**src/rco_pkg.sv**
```systemverilog
// Shared types and constants for the rotated checker overlay.
`timescale 1ns / 1ps
`default_nettype none
package rco_pkg;

    localparam int FRAME_WIDTH_DEF  = 320;
    localparam int FRAME_HEIGHT_DEF = 200;

    localparam int ADDR_W   = 5;
    localparam int DATA_W   = 32;
    localparam int OFFS_W   = 12;   // signed half-pixel offset
    localparam int TRIG_W   = 16;   // Q2.14
    localparam int PROD_W   = OFFS_W + TRIG_W;
    localparam int SUM_W    = PROD_W + 1;
    localparam int FRAC_W   = 15;   // scale of the rotated sums
    localparam int CELL_W   = SUM_W - FRAC_W;  // signed cell coordinate
    localparam int MAG_W    = CELL_W - 1;      // folded magnitude
    localparam int DIV_SPLIT = 6;              // bits done in the last divide stage

    typedef enum logic [2:0] {
        REG_COS_ANGLE       = 3'd0,
        REG_SIN_ANGLE       = 3'd1,
        REG_CELL_SIZE       = 3'd2,
        REG_FOREGROUND_BASE = 3'd3,
        REG_LIGHT_OFFSET    = 3'd4
    } t_reg_idx;

    localparam logic signed [TRIG_W-1:0] COS_RESET = 16'sd16384;
    localparam logic signed [TRIG_W-1:0] SIN_RESET = 16'sd0;
    localparam logic [7:0] CELL_RESET  = 8'd24;
    localparam logic [7:0] FG_RESET    = 8'd4;
    localparam logic [7:0] LIGHT_RESET = 8'd2;

    typedef struct packed {
        logic [9:0] pixel_x;
        logic [9:0] pixel_y;
        logic [7:0] index_in;
    } t_pix_in;

    typedef struct packed {
        logic [7:0] index_out;
        logic       on_light_cell;
    } t_pix_out;

endpackage
`default_nettype wire

```
**src/rotated_checker_overlay.sv**
```systemverilog
// Rotated checkerboard overlay, five-stage pipeline with APB register port.
//
//  channel   | direction | handshake            | payload
//  ----------+-----------+----------------------+-----------------------
//  pixel in  | input     | i_valid / o_stall    | i_data  (t_pix_in)
//  pixel out | output    | o_valid / i_stall    | o_data  (t_pix_out)
//  registers | input     | APB psel/penable     | paddr / pwdata / prdata
//
// One pixel per cycle unless the output stalls; valid runs r_v1..r_v4 to r_vo.
// Stages: offset products, rotated sums and sign fold, two stages of
// restoring division by the cell size, then the index update.
// Synchronous active-low reset empties the pipeline and loads register defaults.
// An output stall freezes every stage at once; the input is stalled only
// while the output register holds a transaction that is stalled.
`timescale 1ns / 1ps
`default_nettype none
module rotated_checker_overlay
    import rco_pkg::*;
#(
    parameter int FRAME_WIDTH  = FRAME_WIDTH_DEF,
    parameter int FRAME_HEIGHT = FRAME_HEIGHT_DEF
) (
    input  wire logic              i_clk,
    input  wire logic              i_rst_n,
    input  wire logic              i_valid,
    output logic                   o_stall,
    input  wire t_pix_in           i_data,
    output logic                   o_valid,
    input  wire logic              i_stall,
    output t_pix_out               o_data,
    input  wire logic              psel,
    input  wire logic              penable,
    input  wire logic              pwrite,
    input  wire logic [ADDR_W-1:0] paddr,
    input  wire logic [DATA_W-1:0] pwdata,
    output logic [DATA_W-1:0]      prdata,
    output logic                   pready
);

    localparam logic signed [OFFS_W-1:0] W_OFF = OFFS_W'(FRAME_WIDTH);
    localparam logic signed [OFFS_W-1:0] H_OFF = OFFS_W'(FRAME_HEIGHT);

    logic signed [TRIG_W-1:0] r_cos, r_sin;
    logic [7:0] r_cell, r_fg, r_light;
    logic [7:0] cs_eff;
    t_reg_idx   reg_idx;

    assign pready  = 1'b1;
    assign reg_idx = t_reg_idx'(paddr[ADDR_W-1:2]);
    assign cs_eff  = (r_cell == 8'd0) ? 8'd1 : r_cell;

    always_ff @(posedge i_clk) begin
        if (!i_rst_n) begin
            r_cos   <= COS_RESET;
            r_sin   <= SIN_RESET;
            r_cell  <= CELL_RESET;
            r_fg    <= FG_RESET;
            r_light <= LIGHT_RESET;
        end else if (psel && penable && pwrite) begin
            unique case (reg_idx)
                REG_COS_ANGLE:       r_cos   <= pwdata[TRIG_W-1:0];
                REG_SIN_ANGLE:       r_sin   <= pwdata[TRIG_W-1:0];
                REG_CELL_SIZE:       r_cell  <= pwdata[7:0];
                REG_FOREGROUND_BASE: r_fg    <= pwdata[7:0];
                REG_LIGHT_OFFSET:    r_light <= pwdata[7:0];
                default: ;
            endcase
        end
    end

    always_comb begin
        unique case (reg_idx)
            REG_COS_ANGLE:       prdata = {{(DATA_W-TRIG_W){r_cos[TRIG_W-1]}}, r_cos};
            REG_SIN_ANGLE:       prdata = {{(DATA_W-TRIG_W){r_sin[TRIG_W-1]}}, r_sin};
            REG_CELL_SIZE:       prdata = {24'd0, r_cell};
            REG_FOREGROUND_BASE: prdata = {24'd0, r_fg};
            REG_LIGHT_OFFSET:    prdata = {24'd0, r_light};
            default:             prdata = '0;
        endcase
    end

    // pipeline control
    logic en;
    logic r_v1, r_v2, r_v3, r_v4, r_vo;
    assign en      = !(r_vo && i_stall);
    assign o_stall = !en;
    assign o_valid = r_vo;

    always_ff @(posedge i_clk) begin
        if (!i_rst_n) begin
            r_v1 <= 1'b0;
            r_v2 <= 1'b0;
            r_v3 <= 1'b0;
            r_v4 <= 1'b0;
            r_vo <= 1'b0;
        end else if (en) begin
            r_v1 <= i_valid;
            r_v2 <= r_v1;
            r_v3 <= r_v2;
            r_v4 <= r_v3;
            r_vo <= r_v4;
        end
    end

    // stage 1: half-pixel offsets times cos/sin
    logic signed [OFFS_W-1:0] dx2, dy2;
    logic signed [PROD_W-1:0] r_xc, r_xs, r_yc, r_ys;
    logic [7:0] r_idx1, r_idx2, r_idx3, r_idx4;

    assign dx2 = $signed({1'b0, i_data.pixel_x, 1'b1}) - W_OFF;
    assign dy2 = $signed({1'b0, i_data.pixel_y, 1'b1}) - H_OFF;

    always_ff @(posedge i_clk) begin
        if (en) begin
            r_xc   <= PROD_W'(dx2 * r_cos);
            r_xs   <= PROD_W'(dx2 * r_sin);
            r_yc   <= PROD_W'(dy2 * r_cos);
            r_ys   <= PROD_W'(dy2 * r_sin);
            r_idx1 <= i_data.index_in;
        end
    end

    // stage 2: rotate, floor by 2^15, fold negatives so floor(a/cs) = ~floor(~a/cs)
    logic signed [SUM_W-1:0] us, vs;
    logic signed [CELL_W-1:0] au, av;
    logic [MAG_W-1:0] r_mag_u, r_mag_v;
    logic r_sgn_u2, r_sgn_v2;

    assign us = SUM_W'(r_xc) - SUM_W'(r_ys);
    assign vs = SUM_W'(r_xs) + SUM_W'(r_yc);
    assign au = us[SUM_W-1:FRAC_W];
    assign av = vs[SUM_W-1:FRAC_W];

    always_ff @(posedge i_clk) begin
        if (en) begin
            r_sgn_u2 <= au[CELL_W-1];
            r_sgn_v2 <= av[CELL_W-1];
            r_mag_u  <= au[CELL_W-1] ? ~au[MAG_W-1:0] : au[MAG_W-1:0];
            r_mag_v  <= av[CELL_W-1] ? ~av[MAG_W-1:0] : av[MAG_W-1:0];
            r_idx2   <= r_idx1;
        end
    end

    // stage 3: upper quotient bits, remainder only
    logic [7:0] rem3_u, rem3_v;
    logic [7:0] r_rem_u, r_rem_v;
    logic [DIV_SPLIT-1:0] r_low_u, r_low_v;
    logic r_sgn_u3, r_sgn_v3;

    always_comb begin
        logic [8:0] tu, tv;
        rem3_u = 8'd0;
        rem3_v = 8'd0;
        for (int k = MAG_W - 1; k >= DIV_SPLIT; k--) begin
            tu = {rem3_u, r_mag_u[k]};
            tv = {rem3_v, r_mag_v[k]};
            rem3_u = (tu >= {1'b0, cs_eff}) ? 8'(tu - {1'b0, cs_eff}) : tu[7:0];
            rem3_v = (tv >= {1'b0, cs_eff}) ? 8'(tv - {1'b0, cs_eff}) : tv[7:0];
        end
    end

    always_ff @(posedge i_clk) begin
        if (en) begin
            r_rem_u  <= rem3_u;
            r_rem_v  <= rem3_v;
            r_low_u  <= r_mag_u[DIV_SPLIT-1:0];
            r_low_v  <= r_mag_v[DIV_SPLIT-1:0];
            r_sgn_u3 <= r_sgn_u2;
            r_sgn_v3 <= r_sgn_v2;
            r_idx3   <= r_idx2;
        end
    end

    // stage 4: lower quotient bits; the last one gives the parity
    logic [7:0] rem4_u, rem4_v;
    logic q0_u, q0_v;
    logic r_light_cell;

    always_comb begin
        logic [8:0] tu, tv;
        rem4_u = r_rem_u;
        rem4_v = r_rem_v;
        q0_u   = 1'b0;
        q0_v   = 1'b0;
        for (int k = DIV_SPLIT - 1; k >= 0; k--) begin
            tu = {rem4_u, r_low_u[k]};
            tv = {rem4_v, r_low_v[k]};
            q0_u = (tu >= {1'b0, cs_eff});
            q0_v = (tv >= {1'b0, cs_eff});
            rem4_u = q0_u ? 8'(tu - {1'b0, cs_eff}) : tu[7:0];
            rem4_v = q0_v ? 8'(tv - {1'b0, cs_eff}) : tv[7:0];
        end
    end

    always_ff @(posedge i_clk) begin
        if (en) begin
            r_light_cell <= q0_u ^ r_sgn_u3 ^ q0_v ^ r_sgn_v3;
            r_idx4       <= r_idx3;
        end
    end

    // stage 5: output register
    t_pix_out r_out;
    assign o_data = r_out;

    always_ff @(posedge i_clk) begin
        if (en) begin
            r_out.on_light_cell <= r_light_cell;
            r_out.index_out     <= (r_light_cell && (r_idx4 < r_fg)) ?
                                   8'(r_idx4 + r_light) : r_idx4;
        end
    end

`ifndef NO_ASSERTIONS
    a_stall_only_when_full: assert property (@(posedge i_clk) disable iff (!i_rst_n)
        o_stall |-> (r_vo && i_stall))
        else $error("input stalled without a stalled output transaction");

    a_cell_nonzero: assert property (@(posedge i_clk) disable iff (!i_rst_n)
        cs_eff != 8'd0)
        else $error("effective cell size is zero");

    a_rem_bound: assert property (@(posedge i_clk) disable iff (!i_rst_n)
        r_v3 |-> (r_rem_u < cs_eff) && (r_rem_v < cs_eff))
        else $error("partial remainder not below cell size");

    a_reset_empty: assert property (@(posedge i_clk)
        !i_rst_n |=> !o_valid)
        else $error("output valid right after reset");
`endif

endmodule
`default_nettype wire

```
**config.mk**
```make
export PLATFORM = sky130hd
export DESIGN_NAME = rotated_checker_overlay
export DESIGN_NICKNAME = d
export VERILOG_FILES = /design/src/rco_pkg.sv /design/src/rotated_checker_overlay.sv
export SDC_FILE = /design/constraint.sdc
export NUM_CORES = 2
export LEC_CHECK = 0
export ABC_CLOCK_PERIOD_IN_PS = 22700
export BUFFER_PORTS_ARGS = -buffer_cell sky130_fd_sc_hd__buf_2
export CELL_PAD_IN_SITES_DETAIL_PLACEMENT = 0
export CELL_PAD_IN_SITES_GLOBAL_PLACEMENT = 1
export CORE_MARGIN = 4
export CORE_UTILIZATION = 56
export CTS_CLUSTER_SIZE = 12
export DETAILED_ROUTE_END_ITERATION = 6
export PLACE_DENSITY_LB_ADDON = 0.1
export SLEW_MARGIN = 20
export SYNTH_ARGS = -nofsm -noshare
export SYNTH_HDL_FRONTEND = slang
export SYNTH_SLANG_ARGS = --single-unit
```
**constraint.sdc**
```tcl
create_clock -name i_clk -period 22.7 [get_ports i_clk]
set_clock_uncertainty 0.1 [all_clocks]
set_input_delay 1.135 -clock i_clk [delete_from_list [all_inputs] [get_ports i_clk]]
set_output_delay 1.135 -clock i_clk [all_outputs]
set_load 0.03 [all_outputs]
```
# Word level (Yosys, flattened, before mapping)
# Cells that the tools add are included.
[op_classes] addsub=29 multipliers=4 div=0 n_lt_le_gt_ge=27 n_eq_ne=4 shift=0 muxes=29 bitwise=5 reduce_logical=11
[op_table] operator="9-bit by 8-bit >= comparator with 1-bit output" count=24
[op_table] operator="8-bit two-way mux" count=26
[op_table] operator="8-bit subtractor" count=22
[op_table] operator="32-bit one-hot mux with 5 select lines" count=1
[op_table] operator="12-bit by 16-bit multiplier with 28-bit output" count=4
[op_table] operator="28-bit by 28-bit adder with 29-bit output" count=1
[op_table] operator="28-bit by 28-bit subtractor with 29-bit output" count=1
[op_table] operator="13-bit two-way mux" count=2
[op_table] operator="13-bit inverter" count=2
[op_table] operator="1-bit by 8-bit >= comparator with 1-bit output" count=2
[op_table] operator="1-bit by 8-bit subtractor with 8-bit output" count=2
[op_table] operator="11-bit by 8-bit subtractor with 12-bit output, second input constant" count=1
[op_table] operator="11-bit by 9-bit subtractor with 12-bit output, second input constant" count=1
[op_table] operator="2-bit AND reduction" count=5
[op_table] operator="8-bit adder" count=1
[op_table] operator="8-bit logical NOT" count=1
[op_table] operator="8-bit < comparator" count=1
[op_table] operator="3-bit by 2-bit equality test with 1-bit output, second input constant" count=2
[op_table] operator="1-bit logical AND" count=4
[op_table] operator="3-bit by 1-bit equality test with 1-bit output, second input constant" count=1
[op_table] operator="3-bit equality test, second input constant" count=1
[op_table] operator="3-bit logical NOT" count=1
[op_table] operator="1-bit bitwise XOR" count=3
[word_totals] regBits=273 latchBits=0 ramBits=0 rom_bits=0 in_bits=72 output_inout_bits=44 elab_cells=140 mem_count=0

# Logic depth before layout (Yosys ltp)
[logic_depth] depth_word=16 ltp_mapped=70

# Worst setup path before layout
# OpenSTA, ideal clock, no wires.
[synth_path] kind="register -> register" from="register r_cell[7]" to="register r_rem_u[4] (data pin)" setup_time_ps=265 arrival_time_ps=14244 t_required_ps=22335 setup_slack_ps=8091 stages_incl_launch_ff=63 synth_period_minus_slack_ps=14609 path_cell_list="dfxtp_1 > or4_1 > buf_2 > nor2_1 > a21o_1 > ha_1 > inv_1 > ha_1 > inv_1 > nand2_1 > a31oi_1 > ha_1 > nor2b_1 > o31ai_1 > a21oi_1 > a221oi_1 > mux2_2 > ha_1 > [... 27 more ...] > o21ai_0 > a21boi_0 > o21ai_0 > a21oi_1 > o22ai_1 > and3_1 > mux2i_2 > mux2_2 > ha_1 > nand2_1 > nor2_1 > and2_1 > nand2_1 > o311ai_1 > a211oi_2 > buf_4 > nand2_1 > o31ai_1"
[synth_via] elab_chain_cells=16
[synth_rtl] element="from (decl)" line="rotated_checker_overlay.sv:44" source="logic [7:0] r_cell, r_fg, r_light;"
[synth_rtl] element="from (signal assigned)" line="rotated_checker_overlay.sv:63" source="REG_CELL_SIZE: r_cell <= pwdata[7:0];"
[synth_rtl] element="8-bit logical NOT" line="rotated_checker_overlay.sv:50" source="assign cs_eff = (r_cell == 8'd0) ? 8'd1 : r_cell;"
[synth_rtl] element="8-bit two-way mux (*)" line="rotated_checker_overlay.sv:50"
[synth_rtl] element="1-bit by 8-bit subtractor with 8-bit output / 1-bit by 8-bit >= comparator with 1-bit output (equally long branches)" line="rotated_checker_overlay.sv:157" source="rem3_u = (tu >= {1'b0, cs_eff}) ? 8'(tu - {1'b0, cs_eff}) : tu[7:0];"
[synth_rtl] element="8-bit two-way mux" line="rotated_checker_overlay.sv:157"
[synth_rtl] element="8-bit subtractor / 9-bit by 8-bit >= comparator with 1-bit output (equally long branches)" line="rotated_checker_overlay.sv:157"
[synth_rtl] element="8-bit two-way mux" line="rotated_checker_overlay.sv:157"
[synth_rtl] element="8-bit subtractor / 9-bit by 8-bit >= comparator with 1-bit output (equally long branches)" line="rotated_checker_overlay.sv:157"
[synth_rtl] element="8-bit two-way mux" line="rotated_checker_overlay.sv:157"
[synth_rtl] element="8-bit subtractor / 9-bit by 8-bit >= comparator with 1-bit output (equally long branches)" line="rotated_checker_overlay.sv:157"
[synth_rtl] element="8-bit two-way mux" line="rotated_checker_overlay.sv:157"
[synth_rtl] element="9-bit by 8-bit >= comparator with 1-bit output / 8-bit subtractor (equally long branches)" line="rotated_checker_overlay.sv:157"
[synth_rtl] element="8-bit two-way mux" line="rotated_checker_overlay.sv:157"
[synth_rtl] element="8-bit subtractor / 9-bit by 8-bit >= comparator with 1-bit output (equally long branches)" line="rotated_checker_overlay.sv:157"
[synth_rtl] element="8-bit two-way mux" line="rotated_checker_overlay.sv:157"
[synth_rtl] element="8-bit subtractor / 9-bit by 8-bit >= comparator with 1-bit output (equally long branches)" line="rotated_checker_overlay.sv:157"
[synth_rtl] element="8-bit two-way mux (*)" line="rotated_checker_overlay.sv:157"
[synth_rtl] element="via rem3_u[4]" line="rotated_checker_overlay.sv:145" source="logic [7:0] rem3_u, rem3_v;"
[synth_rtl] element="to (signal assigned)" line="rotated_checker_overlay.sv:164" source="r_rem_u <= rem3_u;"
[synth_rtl] element="to (decl)" line="rotated_checker_overlay.sv:146" source="logic [7:0] r_rem_u, r_rem_v;"
# The timed path passes the listed nets; every way through them passes the cells marked *.
# A chain may end at the register's enable or synchronous reset.

# Worst setup path after layout
[layout_path] from="register r_cell[6]" to="register r_rem_u[4] (data pin)"
# Same word-level chain as after synthesis.

==> results by group <==
Drt
  – Iteration count of the initial detailed-routing pass: 5
  – Via density: 5.573
  – Routed wire length: 130.5 mm
  – Vias: 36260
  – DRT iter0 DRCs: 2276
  – Post-DRT Antenna Nets: 0
  – Wire per inst: 20.07 microns
  – DR DRC count: 0

Logic synthesis
  – Mapped cell area: 48550 sq um
  – Asr flop ratio synth: 0
  – Syn_nets: 6615
  – Post-synth EDFFs: 210
  – Sequential cell area fraction in the yosys report: 0.1550
  – Top FF cell, synth: edfxtp_1
  – Mapped Cells: 5309
  – Synthesis Warnings: 0
  – Avg Inst Size Synth: 9.145 sq um
  – Synth cell types: 103
  – Flops & latches, synth: 271

Floorplan
  – I/O pins: 116
  – Die W: 302.4 microns
  – Row count: 107
  – Die height: 302.4 microns
  – Core Box Area: 85550 sq um
  – Die area: 91470 sq um
  – Initial Util: 0.5675

Layout
  – Most frequent cells in the layout: inv_1, fa_1, nand2_1
  – Most common cell after layout, fill and taps aside: inv_1
  – Area Growth Syn to Fin: 6.512%
  – Layout cells sized above 1: 0.07051
  – Final Util: 0.6045
  – Post-layout nets: 6637
  – # fillers: 7582

Flow run
  – Maxcap violations: 0

Critical path
  – Data required, critical path: 22.88 ns
  – Setup CP Type: flip-flop to flip-flop
  – WP data arrival: 17.35 ns
  – Startpoint types: flip-flop
  – Critical Path Sink Type: flip-flop
  – R2r setup slk: 5.53 ns
  – CP Max Fanout: 26
  – Max incr delay on CP: 0.96 ns
  – Worst Reg-to-Reg Cells: 58
  – Crit path buf inv count: 4
  – Family with the most delay on the worst path: compound AO/OA/AOI/OAI gates
  – Slowest CP cell: a221oi_1
  – Crit Reg-Reg Startpoint: r_cell[6]$_SDFFE_PN0P_
  – Reg-to-reg endpoint: r_rem_u[4]$_DFFE_PN_

GRT
  – First-pass GRT wire length: 208.2 mm
  – Global route total overflow: 0
  – Initial antenna violation count: 2
  – Largest net degree at the start of global routing: 149
  – GRT Total Usage: 0.2934
  – Number of global-route vias before repair: 37600

Placed design
  – Routability cong.: 0.8705
  – HPWL Detailed: 101.1 mm
  – Port Buffers: 96

Clocking
  – CTS tree: yes
  – Hold bufs inserted after CTS: 0
  – Clock root cell: clkbuf_16
  – Maximum clock path buffer count: 3
  – CTS sink cnt: 271
  – Clk_lat worst skew: 0.57 ns
  – H-tree lvl count: 2
  – Num CTS Buffers: 38
  – CTS resizes: 0
  – Post-CTS Setup Inserts: 0
  – Clock transition at path regs: 0.07 ns

STA
  – Slew headroom: 0.2504
  – Setup TNS: 0 ns
  – Fmax: 58.23 MHz
  – Final count of pins violating max slew: 0
  – Worst Tran Pin Value: 1.124 ns
  – Unrepaired setup endpoints after global routing: no
  – # setup viols final: 0
  – Tcrit/Tclk final: 0.7565
  – Period minus WS final: 17.17 ns
  – Final hold vios: 0

Min path
  – Worst hold start: r_idx2[1]$_DFFE_PN_
  – Min-Delay Endpoint: r_idx3[1]$_DFFE_PN_
  – Worst Hold Path Cells: 0
  – HP Class: flip-flop to flip-flop

Run status
  – Status: finished, final reports clean
-- worst reg2reg max path, delay by kind of cell, from the launching register on --
family,cells,cell delay [ns]
AO/OA/AOI/OAI,32,8.66
adder cells (fa/ha/maj),8,2.60
buffers and inverters,4,0.76
flip-flops,1,0.34
multiplexers,5,2.24
AND/OR/NAND/NOR,9,2.18
-- area by class of cell --
cell class	instances	area, sq um	share of cell area
inverters	982	3686	0.07128
well taps	1144	1431	0.02768
clock inverters	24	320.3	0.006194
repair buffers	169	1041	0.02013
clock buffers	46	1054	0.02037
multi-input cells	3869	36650	0.7087
flip-flops and latches	271	7527	0.1456
diodes	1	2.502	0.00004839
-- how the worst max path moves through the flow --
stage / startpoint / depth (start not counted) / end
floorplan: r_cell[7]$_SDFFE_PN0P_ / 62 / r_rem_u[4]$_DFFE_PN_
global placement: r_cell[6]$_SDFFE_PN0P_ / 58 / r_rem_u[6]$_DFFE_PN_
detailed placement: r_cell[6]$_SDFFE_PN0P_ / 58 / r_rem_u[4]$_DFFE_PN_
CTS: r_cell[6]$_SDFFE_PN0P_ / 58 / r_rem_u[4]$_DFFE_PN_
global route: r_cell[6]$_SDFFE_PN0P_ / 60 / r_rem_u[4]$_DFFE_PN_
finish: r_cell[6]$_SDFFE_PN0P_ / 58 / r_rem_u[4]$_DFFE_PN_
-- synthesized netlist by cell type, types with 58 or more instances --
library cell    n  area [sq um]
nor2b_1        98         613.1
inv_1         978          3671
mux2_2         64         720.7
nor2_1        300          1126
a21oi_1       161         805.8
o21ai_0       181         905.9
ha_1          501          6269
fa_1          733         14670
nand2_1       657          2466
xor2_1         58         508.0
clkbuf_1      154         578.1
mux2i_1        60         600.6
and2_1        148         925.9
nor3_1         58         290.3
a21boi_0       62         465.5
dfxtp_1        61          1221
xnor2_1       202          1769
edfxtp_1      210          6306
nand2b_1       71         444.2
-- per-layer routing --
layer / track usage / routed length, microns
met3: 0.03020 / 6738
met2: 0.5167 / 64390
met4: 0.1034 / 5247
met1: 0.3791 / 54160
met5: 0 / 13
-- flip-flops by register name, indices dropped and copies added (netlist names), 9 cells and up --
| register | flops |
|---|---|
| r_xc | 28 |
| r_ys | 27 |
| r_sin | 16 |
| r_cos | 16 |
| r_yc | 27 |
| r_xs | 28 |
| r_mag_v | 13 |
| o_data | 9 |
| r_mag_u | 13 |
-- through the flow --
stage / instance area, sq um / cells / hold slack, ns / setup slack (ns)
after global routing: 51710 / 6505 / 0.3255 / 3.984
after floorplan: 48550 / 5309 / 0.3003 / 8.091
final: 51710 / 6506 / 0.3154 / 5.527
after detailed placement: 50340 / 6435 / 0.3045 / 5.800
after CTS: 51710 / 6505 / 0.3193 / 5.731
after global placement: 50340 / 6435 / 0.3021 / 5.913
-- cells by family (layout without fill, tap and decap cells) --
group                      count (synthesis)  in the layout  share of synthesized area
xor gates and xnor gates                 260            260                    0.04690
AOI/OAI and AO/OA                        708            708                    0.09579
DFF                                      271            271                     0.1550
buffers and inverters                   1169           1221                    0.09203
muxes                                    135            135                    0.03067
and+or+nand+nor                         1530           1530                     0.1479
other                                      1              2                 0.00007724
adders and majority gates               1235           1235                     0.4316
Power is left out: the tool's default activity adds up to more than one toggle a clock period on the data nets, which glitch-free logic cannot reach.
